==> src/rtl/core/id_compaction_relabel_table_top_assert.svh <==
// assertion macros used by the relabel table back end rtl
`ifndef ID_COMPACTION_RELABEL_TABLE_TOP_ASSERT_SVH
`define ID_COMPACTION_RELABEL_TABLE_TOP_ASSERT_SVH

// condition holds at every clock edge out of reset
`define CRT_ASSERT_HOLDS(label, clk, rst, cond, msg) \
   label: assert property (@(posedge clk) disable iff (rst) (cond)) else $error(msg);

// consequent holds in the same cycle as the antecedent
`define CRT_ASSERT_IMPLIES(label, clk, rst, ante, cons, msg) \
   label: assert property (@(posedge clk) disable iff (rst) (ante) |-> (cons)) \
      else $error(msg);

// consequent holds in the cycle after the antecedent
`define CRT_ASSERT_NEXT(label, clk, rst, ante, cons, msg) \
   label: assert property (@(posedge clk) disable iff (rst) (ante) |=> (cons)) \
      else $error(msg);

`endif

==> src/rtl/core/crt_pkg.sv <==
`timescale 1ns / 1ps
`default_nettype none

package crt_pkg;

   // table geometry
   localparam int TABLE_DEPTH = 65536;
   localparam int ADDR_W      = $clog2(TABLE_DEPTH);
   localparam int CNT_W       = $clog2(TABLE_DEPTH + 1);

   // field widths
   localparam int ID_W  = 16;
   localparam int LOC_W = 16;
   localparam int FWD_W = LOC_W + 1;

   // command queue between front and back
   localparam int QUEUE_DEPTH = 2;

   typedef enum logic [1:0] {
      ACT_INSERT  = 2'd0,
      ACT_MAP     = 2'd1,
      ACT_REVERSE = 2'd2,
      ACT_CLEAR   = 2'd3
   } action_type;

   // classified request as it travels to the back end
   typedef struct packed {
      action_type       action;
      logic [ID_W-1:0]  id_a;
      logic [ID_W-1:0]  id_b;
      logic             a_ok;
      logic             b_ok;
      logic             batch_end;
   } cmd_type;

   // global id falls inside the forward table
   function automatic logic id_in_range(input logic [ID_W-1:0] id);
      return 32'(id) < 32'(TABLE_DEPTH);
   endfunction

endpackage

`default_nettype wire

==> src/rtl/core/crt_cmd_queue.sv <==
`timescale 1ns / 1ps
`default_nettype none

module crt_cmd_queue (
   input  wire logic             clock,
   input  wire logic             reset,
   input  wire logic             push,
   input  wire crt_pkg::cmd_type push_cmd,
   input  wire logic             pop,
   output logic                  q_valid,
   output logic                  q_full,
   output crt_pkg::cmd_type      q_cmd
);

   localparam int DEPTH  = crt_pkg::QUEUE_DEPTH;
   localparam int PTR_W  = (DEPTH > 1) ? $clog2(DEPTH) : 1;
   localparam int QCNT_W = $clog2(DEPTH + 1);

   crt_pkg::cmd_type  entry_ff [DEPTH];
   logic [PTR_W-1:0]  wr_ptr_ff, wr_ptr_in;
   logic [PTR_W-1:0]  rd_ptr_ff, rd_ptr_in;
   logic [QCNT_W-1:0] cnt_ff, cnt_in;
   logic              do_push, do_pop;

   assign q_valid = (cnt_ff != '0);
   assign q_full  = (cnt_ff == QCNT_W'(DEPTH));
   assign q_cmd   = entry_ff[rd_ptr_ff];
   assign do_push = push && !q_full;
   assign do_pop  = pop && q_valid;

   // pointer and fill bookkeeping
   always_comb begin
      wr_ptr_in = wr_ptr_ff;
      rd_ptr_in = rd_ptr_ff;
      cnt_in    = cnt_ff;
      if (do_push) begin
         wr_ptr_in = (wr_ptr_ff == PTR_W'(DEPTH - 1)) ? '0 : wr_ptr_ff + 1'b1;
      end
      if (do_pop) begin
         rd_ptr_in = (rd_ptr_ff == PTR_W'(DEPTH - 1)) ? '0 : rd_ptr_ff + 1'b1;
      end
      if (do_push && !do_pop) begin
         cnt_in = cnt_ff + 1'b1;
      end else if (do_pop && !do_push) begin
         cnt_in = cnt_ff - 1'b1;
      end
   end

   always_ff @(posedge clock) begin
      if (reset) begin
         wr_ptr_ff <= '0;
         rd_ptr_ff <= '0;
         cnt_ff    <= '0;
      end else begin
         wr_ptr_ff <= wr_ptr_in;
         rd_ptr_ff <= rd_ptr_in;
         cnt_ff    <= cnt_in;
      end
   end

   // queue storage
   always_ff @(posedge clock) begin
      if (do_push) begin
         entry_ff[wr_ptr_ff] <= push_cmd;
      end
   end

endmodule

`default_nettype wire

==> config.mk <==
export PLATFORM = sky130hd
export DESIGN_NAME = crt_cmd_queue
export DESIGN_NICKNAME = d
export VERILOG_FILES = /design/src/rtl/core/id_compaction_relabel_table_top_assert.svh /design/src/rtl/core/crt_pkg.sv /design/src/rtl/core/crt_cmd_queue.sv
export SDC_FILE = /design/constraint.sdc
export NUM_CORES = 1
export LEC_CHECK = 0
export BUFFER_PORTS_ARGS = -buffer_cell sky130_fd_sc_hd__buf_2
export CORE_MARGIN = 4
export CORE_UTILIZATION = 45
export CTS_CLUSTER_DIAMETER = 50
export CTS_CLUSTER_SIZE = 28
export DETAILED_ROUTE_END_ITERATION = 6
export PLACE_DENSITY = 0.7
export SETUP_SLACK_MARGIN = 0.15
export SYNTH_ARGS = -nofsm -noshare
export SYNTH_HDL_FRONTEND = slang
export SYNTH_SLANG_ARGS = --single-unit
==> constraint.sdc <==
create_clock -name clock -period 3.5 [get_ports clock]
set_input_delay 0.525 -clock clock [delete_from_list [all_inputs] [get_ports clock]]
set_output_delay 0.525 -clock clock [all_outputs]
set_load 0.01 [all_outputs]
After elaboration in Yosys (flattened, before gate mapping)
Memories as Yosys holds them, arrays and structs flattened. A register that Yosys moved wholly into a read port is not among the register bits.
Cells that the tools add are included.
Widths: inputs -> output; s select.
{"block": "word_totals", "reg_bits": 4, "output_inout_bits": 39, "romBits": 0, "mem_count": 1, "latchBits": 0, "mem_bits_rw": 74}
{"memory": "entry_ff", "words": 2, "width": 37, "read_ports": 1, "rd_clocked_by_memory_dff": 1, "wr": 1, "line_no": "crt_cmd_queue.sv:19", "text": "crt_pkg::cmd_type entry_ff [DEPTH];"}
{"block": "classes", "mux": 8, "n_addsub": 4, "n_reduce_logical": 9, "shift": 0, "order_cmp": 0, "div_mod_pow": 0, "n_bitwise": 0, "n_eq_ne": 1, "mul": 0}
{"operator": "$mux 1", "count": 6}
{"operator": "$logic_and 1x1->1", "count": 4}
{"operator": "$mux 2", "count": 2}
{"operator": "$reduce_bool 2->1", "count": 2}
{"operator": "$logic_not 1->1", "count": 3}
{"operator": "$add 1x1->1 const B", "count": 2}
{"operator": "$add 2x1->2 const B", "count": 1}
{"operator": "$eq 2x2->1 const B", "count": 1}
{"operator": "$sub 2x1->2 const B", "count": 1}

Depth between registers and ports, before layout
Gate-level depths: netlist of run 1.
{"block": "depth", "ltp_word": 7, "mapped_depth": 6}

Worst setup path after synthesis of run 1
Ideal clock, no wire load.
{"block": "synth_path", "kind": "input port to flip-flop", "start": "input push", "end": "memory entry_ff[0][0] in the netlist's numbering, enable pin", "stages": 3, "arrival_time_ns": 1.661, "required_time_ns": 3.108, "path_buffers": 0, "path_slack_ns": 1.448, "cell_sequence": "inv_1 -> or3_1 -> inv_1"}
{"block": "synth_via", "elab_chain_cells": 3}
{"element": "start: declaration", "line_no": "crt_cmd_queue.sv:7", "text": "input wire logic push,"}
{"element": "$logic_and 1x1->1", "line_no": "crt_cmd_queue.sv:28", "text": "assign do_push = push && !q_full;"}
{"element": "$mux 1", "line_no": "crt_cmd_queue.sv:63", "text": "if (do_push) begin"}
{"element": "$mux 1 (not written as such)", "line_no": "crt_cmd_queue.sv:64", "text": "entry_ff[wr_ptr_ff] <= push_cmd;"}
{"element": "end: declaration", "line_no": "crt_cmd_queue.sv:19"}
Every way passes these cells.

==> results of run 1 <==
==> registers in the layout (all words and copies together), names as in the netlist, named ones only <==
name,flops
cnt_ff,2
entry_ff,74
rd_ptr_ff,1
wr_ptr_ff,1
==> power breakdown <==
part	internal [mW]	switching [mW]
Combinational	0.300	0.287
Clock	0.316	0.289
Sequential	1.19	0.0948
Total	1.81	0.670
==> worst paths after layout <==
check	startpoint	end	slack [ps]	depth (start not counted)
max	register	q_cmd[29]	1170	2
min	push_cmd[6]	entry_ff[0][6]	380	1
max reg2reg	cnt_ff[1]	entry_ff[1][8]	1720	3
min reg2reg	wr_ptr_ff	wr_ptr_ff	490	2
==> per-layer routing <==
layer / global-route usage, % / wire [um] / up-vias
li1: - / - / 716
met1: 16.50 / 2034 / 714
met2: 22.05 / 2454 / 46
met3: 3.669 / 348 / 10
met4: 7.830 / 98 / 0
met5: 0 / 0 / -
==> area by class of cell <==
cell class	count	area (um2)	share of cell area, %
tap	75	93.84	2.656
multi-input combinational	55	530.5	15.01
clock buffer	9	123.9	3.506
inverter	2	7.507	0.2125
timing repair buffer	80	402.9	11.40
clock inverter	5	51.30	1.452
sequential	79	2323	65.76
==> placed cells by master (no fill, tap or decap) <==
master	netlist	final
buf_4	3	1
and2_2	0	1
bufinv_16	0	1
dfxtp_2	0	1
clkinv_1	0	1
buf_2	1	79
o21ai_0	3	3
a21oi_1	2	2
clkbuf_8	0	9
nor2_1	4	4
or2_2	1	1
ha_1	1	1
clkinv_2	0	2
xor2_1	3	3
dfxtp_1	5	4
nor2b_2	1	1
or3_1	2	2
edfxtp_1	74	74
inv_1	2	2
mux2_2	37	37
clkinvlp_4	0	1
==> worst max-delay path: stages, from the launching register on <==
cell     delay [ps]
dfxtp_2         910
mux2_2          430
buf_2           140
==> cells by family (layout without fill, tap and decap cells) <==
kind of cell / Yosys count / after routing / synth area share (%)
buffers and inverters: 6 / 96 / 1.214
AOI/OAI and AO/OA: 5 / 5 / 0.8668
muxes: 37 / 37 / 14.43
and+or+nand+nor: 9 / 9 / 1.691
xor gates and xnor gates: 3 / 3 / 0.9104
adders and majority gates: 1 / 1 / 0.4334
DFF: 79 / 79 / 80.45
==> impl_metrics.json, run 1 <==
{
  "status": "completed",
  "cts_resized": 0,
  "tightest_slew_ps": 894.5,
  "period_minus_slack_ps": 2333,
  "power_density_mw_per_mm2": 701.1,
  "rsz0062_at_grt": "false",
  "wl_per_cell_um": 16.18,
  "fmax_ghz": 0.4286,
  "placed_cell_area_mm2": 0.003358,
  "cts_root_buf": "clkbuf_8",
  "worstPathRequired_ps": 2970,
  "synth-main-ff-cell": "edfxtp_1",
  "postLayoutCoreUtil_pct": 58.30,
  "core_area_mm2": 0.006061,
  "final_antenna_net_count": 0,
  "endpoint_kind": "output pin",
  "worst_slack_ps": 1167,
  "finalPower_mw": 2.477,
  "dp_cells": 291,
  "grt-ovfl-total": 0,
  "synth_cell_types": 15,
  "cts_tree": "yes",
  "syn-cell-area_mm2": 0.002887,
  "portBuffers": 79,
  "post-dp-hpwl_um": 3307,
  "synth_top_cell_area_share_pct": 76.98,
  "rows": 28,
  "irDropWorstVdd_v": 0.0003877,
  "nNetsFinal": 269,
  "post_cts_buffers": 0,
  "start_util_pct": 47.63,
  "gp_congestion": 0.6721,
  "ys_top_cells_by_count": "edfxtp_1 (74), mux2_2 (37), dfxtp_1 (5)",
  "grt_pass1_vias": 1629,
  "dieArea_mm2": 0.007760,
  "yosys_warnings": 0,
  "syn_area_per_cell_um2": 20.62,
  "design_area_mm2": 0.003533,
  "pre_cts_ws_ps": 1479,
  "async_reset_ff_share_pct": 0,
  "cp_max_fo": 37,
  "skew_ps": 8.350,
  "yosys.area.top_type": "edfxtp_1",
  "hold_viol_final": 0,
  "startpoint_type": "register",
  "clk_pin_slew_ps": 70,
  "postCtsHoldBufs": 0,
  "syn_inst": 140,
  "drt-vias-per-instance": 4.872,
  "die_h_um": 88.09,
  "grt_pass1_wl_um": 7569,
  "synthMostInstantiatedCell": "edfxtp_1",
  "vias": 1486,
  "hp-class": "in -> reg",
  "timing.hold.ws_ps": 376.8,
  "ctsLongestPathBuffers": 2,
  "grt_max_degree": 38,
  "die_w_um": 88.09,
  "area_growth_pct": 22.41,
  "antenna_found_initial": 0,
  "remaining_drc_errors": 0,
  "cts_sinks": 79,
  "synth_nets": 182,
  "h-tree-depth": 3,
  "drt-initial-drc-count": 137,
  "leakagePower_nw": 1.336,
  "fillers": 503,
  "cts_buffers": 9,
  "critPathKind": "reg -> out",
  "clk-insertion-delay-late_ps": 330,
  "synth_edf_count": 74,
  "drt-pass1-iter-count": 4,
  "drv_slew": 0,
  "maxCapViolCount": 0,
  "seq_area_frac_synth_pct": 80.45,
  "crit_arrival_ps": 1810,
  "diodes": 0,
  "finalNonFillerCells": 305,
  "drt_wl_total_um": 4936,
  "synthTopCellsByArea": "edfxtp_1 (77%), mux2_2 (14%), dfxtp_1 (3.5%)",
  "grt_usage_pct": 13.63,
  "slew_headroom_pct": 40.37,
  "fin_setup_tns_ps": 0,
  "setup_viol": 0,
  "period_share_pct": 66.66,
  "io_pins": 80,
  "synth-seq-cells": 79,
  "drive_gt1_share_pct": 58.26
}
Note: power is estimated with default switching activity, not from simulation.
==> run 2, diff against run 1 <==
==> constraint.sdc (replaced) <==
create_clock -name clock -period 2.2 [get_ports clock]
set_input_delay 0.33 -clock clock [delete_from_list [all_inputs] [get_ports clock]]
set_output_delay 0.33 -clock clock [all_outputs]
set_load 0.01 [all_outputs]
==> impl_metrics.json, run 2 (same netlist as run 1, synthesis figures left out) <==
{
  "reg2reg_slack_ps": 660,
  "gp_congestion": 0.7146,
  "postCtsHoldBufs": 0,
  "drt_wl_total_um": 4878,
  "die_w_um": 88.09,
  "largest_register_ffs": 74,
  "portBuffers": 79,
  "design_area_mm2": 0.003610,
  "slowest_stage": "dfxtp_2",
  "fin_setup_tns_ps": 0,
  "critPathKind": "reg -> out",
  "timing.hold.ws_ps": 183.5,
  "reg2reg_to": "cnt_ff[1]",
  "drt-pass1-iter-count": 4,
  "cts_sinks": 79,
  "hp-class": "in -> reg",
  "grt_usage_pct": 13.49,
  "cts_resized": 0,
  "nNetsFinal": 272,
  "startpoint_type": "register",
  "largest-register": "entry_ff",
  "grt_pass1_vias": 1586,
  "clk_pin_slew_ps": 80,
  "post_cts_buffers": 0,
  "io_pins": 80,
  "period_share_pct": 83.51,
  "rsz0062_at_grt": "false",
  "switching_share_pct": 26.24,
  "reg.largest.list": "entry_ff x74, cnt_ff x2",
  "drv_slew": 0,
  "grt_pass1_wl_um": 7693,
  "irDropWorstVdd_v": 0.0006726,
  "status": "completed",
  "rows": 28,
  "hp-start": "push_cmd[21]",
  "vias": 1490,
  "hold_viol_final": 0,
  "worstPathRequired_ps": 1870,
  "layout_common_cells": "buf_2 (79), edfxtp_1 (74), mux2_2 (37), clkbuf_8 (9)",
  "slew_headroom_pct": 78.98,
  "tightest_slew_ps": 312.0,
  "leakagePower_nw": 1.372,
  "remaining_drc_errors": 0,
  "path_cells": "buf_12, mux2_2, buf_2",
  "cts_tree": "yes",
  "crit_arrival_ps": 1510,
  "final_common_cell": "buf_2",
  "power_frac_seq_pct": 47.7,
  "core_area_mm2": 0.006061,
  "ctsLongestPathBuffers": 2,
  "h-tree-depth": 3,
  "drive_gt1_share_pct": 57.87,
  "endpoint_kind": "output pin",
  "cts_root_buf": "clkbuf_8",
  "start_util_pct": 47.63,
  "internal-power_mw": 3.038,
  "fillers": 473,
  "grt-ovfl-total": 0,
  "finalNonFillerCells": 310,
  "maxCapViolCount": 0,
  "period_minus_slack_ps": 1837,
  "crit_end": "q_cmd[16]",
  "p_comb_share_pct": 25.7,
  "power_density_mw_per_mm2": 1141,
  "drt-initial-drc-count": 70,
  "antenna_found_initial": 0,
  "drt-vias-per-instance": 4.806,
  "wl_per_cell_um": 15.74,
  "p_switching_mw": 1.081,
  "cts_buffers": 9,
  "area_growth_pct": 25.05,
  "placed_cell_area_mm2": 0.003406,
  "postLayoutCoreUtil_pct": 59.56,
  "fmax_ghz": 0.5443,
  "p_clk_share_pct": 26.6,
  "skew_ps": 8.467,
  "diodes": 0,
  "dp_cells": 294,
  "cp_max_fo": 32,
  "timing.rr.start": "cnt_ff[0]",
  "setup_viol": 0,
  "clk-insertion-delay-late_ps": 330,
  "final_antenna_net_count": 0,
  "ff2ff_path_depth": 4,
  "grt_max_degree": 38,
  "die_h_um": 88.09,
  "post-dp-hpwl_um": 3301,
  "dieArea_mm2": 0.007760,
  "critPathMaxStageDelay_ps": 430
}
==> run 2: final cells by class <==
cell class / instances / area, um2 / area share [%]
clock inverter: 5 / 72.57 / 2.010
tap: 75 / 93.84 / 2.600
timing repair buffer: 83 / 450.4 / 12.48
inverter: 2 / 7.507 / 0.2080
clock buffer: 11 / 131.4 / 3.640
multi-input combinational: 55 / 530.5 / 14.70
sequential: 79 / 2323 / 64.37
==> run 2: critical path, delay by kind of cell (launching register included) <==
family | cells | cell delay [ps]
muxes | 1 | 370
buffers and inverters | 2 | 390
DFF | 1 | 430
==> run 2: metal layers <==
| layer | vias up | GRT usage [%] | routed length (um) |
|---|---|---|---|
| met1 | 716 | 16.94 | 2039 |
| met2 | 47 | 21.23 | 2403 |
| met4 | 0 | 7.005 | 94 |
| li1 | 716 | - | - |
| met5 | - | 0 | 0 |
| met3 | 11 | 4.045 | 340 |
==> run 2: power by group through the flow <==
stage / clock, mW / combinational, mW / sequential, mW
floorplan: 0 / 0.691 / 1.97
global placement: 0 / 1.07 / 1.99
detailed placement: 0 / 1.08 / 2.00
finish: 1.10 / 1.06 / 1.96
global route: 1.20 / 1.16 / 1.99
CTS: 1.12 / 1.09 / 1.97
==> run 2: stage by stage <==
stage	worst slack, ps	total power, mW
floorplan	254.7	2.661
global placement	702.1	3.063
detailed placement	664.5	3.079
CTS	329.0	4.178
global route	284.0	4.345
finish	362.7	4.119
==> run 2: worst min path at each step <==
stage	cells past startpoint	slack [ps]	to
3_5_place_dp	2	490	wr_ptr_ff
6_report	1	180	entry_ff[0][21]
2_1_floorplan	1	400	cnt_ff[1]
4_1_cts	1	170	entry_ff[0][21]
3_3_place_gp	2	480	wr_ptr_ff
5_1_grt	1	160	entry_ff[0][21]
==> run 3, diff against run 2 <==
==> constraint.sdc (replaced) <==
create_clock -name clock -period 1.83 [get_ports clock]
set_input_delay 0.2745 -clock clock [delete_from_list [all_inputs] [get_ports clock]]
set_output_delay 0.2745 -clock clock [all_outputs]
set_load 0.01 [all_outputs]
==> impl_metrics.json, run 3 (same netlist as run 1, synthesis figures left out) <==
{
  "status": "completed",
  "slew_headroom_pct": 79.19,
  "timing.hold.ws_ps": 126.3,
  "largest-register": "entry_ff",
  "crit_arrival_ps": 1380,
  "cts_root_buf": "clkbuf_8",
  "portBuffers": 79,
  "area_growth_pct": 26.70,
  "nNetsFinal": 273,
  "remaining_drc_errors": 0,
  "final_common_cell": "buf_2",
  "fmax_ghz": 0.6052,
  "rsz0062_at_grt": "true",
  "internal-power_mw": 3.825,
  "cts_tree": "yes",
  "tightest_slew_ps": 308.9,
  "finalNonFillerCells": 310,
  "dp_cells": 295,
  "leakagePower_nw": 1.385,
  "hold_viol_final": 0,
  "grt_pass1_wl_um": 7417,
  "core_area_mm2": 0.006061,
  "period_share_pct": 90.29,
  "startpoint_type": "register",
  "power_frac_seq_pct": 46.0,
  "die_w_um": 88.09,
  "maxCapViolCount": 0,
  "worstPathRequired_ps": 1560,
  "drt-vias-per-instance": 4.887,
  "critPathKind": "reg -> out",
  "post-dp-hpwl_um": 3272,
  "drt-pass1-iter-count": 4,
  "p_clk_share_pct": 28.2,
  "antenna_found_initial": 0,
  "final_antenna_net_count": 0,
  "largest_register_ffs": 74,
  "postCtsHoldBufs": 0,
  "drive_gt1_share_pct": 58.72,
  "p_comb_share_pct": 25.8,
  "ctsLongestPathBuffers": 2,
  "io_pins": 80,
  "hp-class": "in -> reg",
  "drt-initial-drc-count": 50,
  "cp_max_fo": 21,
  "clk_pin_slew_ps": 70,
  "cts_sinks": 79,
  "reg.largest.list": "entry_ff x74, cnt_ff x2",
  "switching_share_pct": 25.38,
  "grt-ovfl-total": 0,
  "dieArea_mm2": 0.007760,
  "endpoint_kind": "output pin",
  "power_density_mw_per_mm2": 1401,
  "diodes": 0,
  "skew_ps": 5.849,
  "fin_setup_tns_ps": 0,
  "cts_buffers": 9,
  "rows": 28,
  "drt_wl_total_um": 4871,
  "p_switching_mw": 1.301,
  "fillers": 474,
  "die_h_um": 88.09,
  "layout_common_cells": "buf_2 (79), edfxtp_1 (74), mux2_2 (37), clkbuf_8 (9)",
  "post_cts_buffers": 0,
  "setup_viol": 0,
  "grt_pass1_vias": 1576,
  "gp_congestion": 0.6770,
  "clk-insertion-delay-late_ps": 330,
  "period_minus_slack_ps": 1652,
  "drv_slew": 0,
  "vias": 1515,
  "grt_usage_pct": 13.24,
  "wl_per_cell_um": 15.71,
  "start_util_pct": 47.63,
  "irDropWorstVdd_v": 0.0008971,
  "grt_max_degree": 38,
  "h-tree-depth": 3
}
==> run 3: changes by cell type in the layout (fill, tap and decap cells not counted), sizes merged <==
| cell | previous run | this run |
|---|---|---|
| inv | 2 | 1 |
| bufinv | 2 | 3 |
| buf | 83 | 84 |
| clkbuf | 11 | 10 |
| clkinv | 3 | 2 |
| clkinvlp | 0 | 1 |
==> run 3: cell type report <==
cell class | count | area, um2 | area share, %
flip-flops and latches | 79 | 2326 | 63.60
multi-input cells | 55 | 530.5 | 14.51
repair buffers | 84 | 470.5 | 12.86
clock buffers | 10 | 127.6 | 3.490
clock inverters | 5 | 97.59 | 2.668
well taps | 75 | 93.84 | 2.566
inverters | 2 | 11.26 | 0.3079
==> run 3: worst max-delay path, stage by stage, from the launching register on <==
cell and delay (ps):
dfxtp_4 380, buf_12 170, mux2_2 360, buf_2 140
==> run 3: power groups by stage <==
stage	clock [mW]	sequential (mW)	combinational, mW
finish	1.45	2.36	1.32
global route	1.58	2.38	1.44
CTS	1.49	2.35	1.33
detailed placement	0	2.39	1.31
global placement	0	2.37	1.30
floorplan	0	2.36	0.837
==> run 3: worst paths after layout <==
kind	startpoint	end	slack [ps]	cells after the start
max	register	q_cmd[16]	180	3
min	push_cmd[4]	entry_ff[1][4]	130	1
max reg2reg	cnt_ff[0]	cnt_ff[1]	310	4
min reg2reg	wr_ptr_ff	wr_ptr_ff	490	2
==> run 3: per-stage QoR <==
| stage | area [um2] | setup WS (ps) | utilization (%) | power [mW] |
|---|---|---|---|---|
| floorplan | 2892 | 170.3 | - | 3.201 |
| global placement | 3405 | 338.3 | 56.17 | 3.673 |
| detailed placement | 3405 | 316.5 | 56.17 | 3.694 |
| CTS | 3641 | 138.8 | 60.07 | 5.171 |
| global route | 3657 | 116.2 | 60.34 | 5.398 |
| finish | 3657 | 177.7 | 60.34 | 5.125 |
==> run 3: what timing repair did <==
item / in CTS / in global routing
setup endpoints to repair: 37 / 37
resized for setup: 3 / 4
pin swaps: 0 / 0
==> run 3: routing by layer <==
| metal | wire (um) | up-vias | GRT usage, % |
|---|---|---|---|
| met5 | 0 | - | 0 |
| met4 | 68 | 0 | 8.242 |
| met3 | 288 | 5 | 3.010 |
| met2 | 2569 | 40 | 21.99 |
| met1 | 1944 | 742 | 15.60 |
| li1 | - | 728 | - |
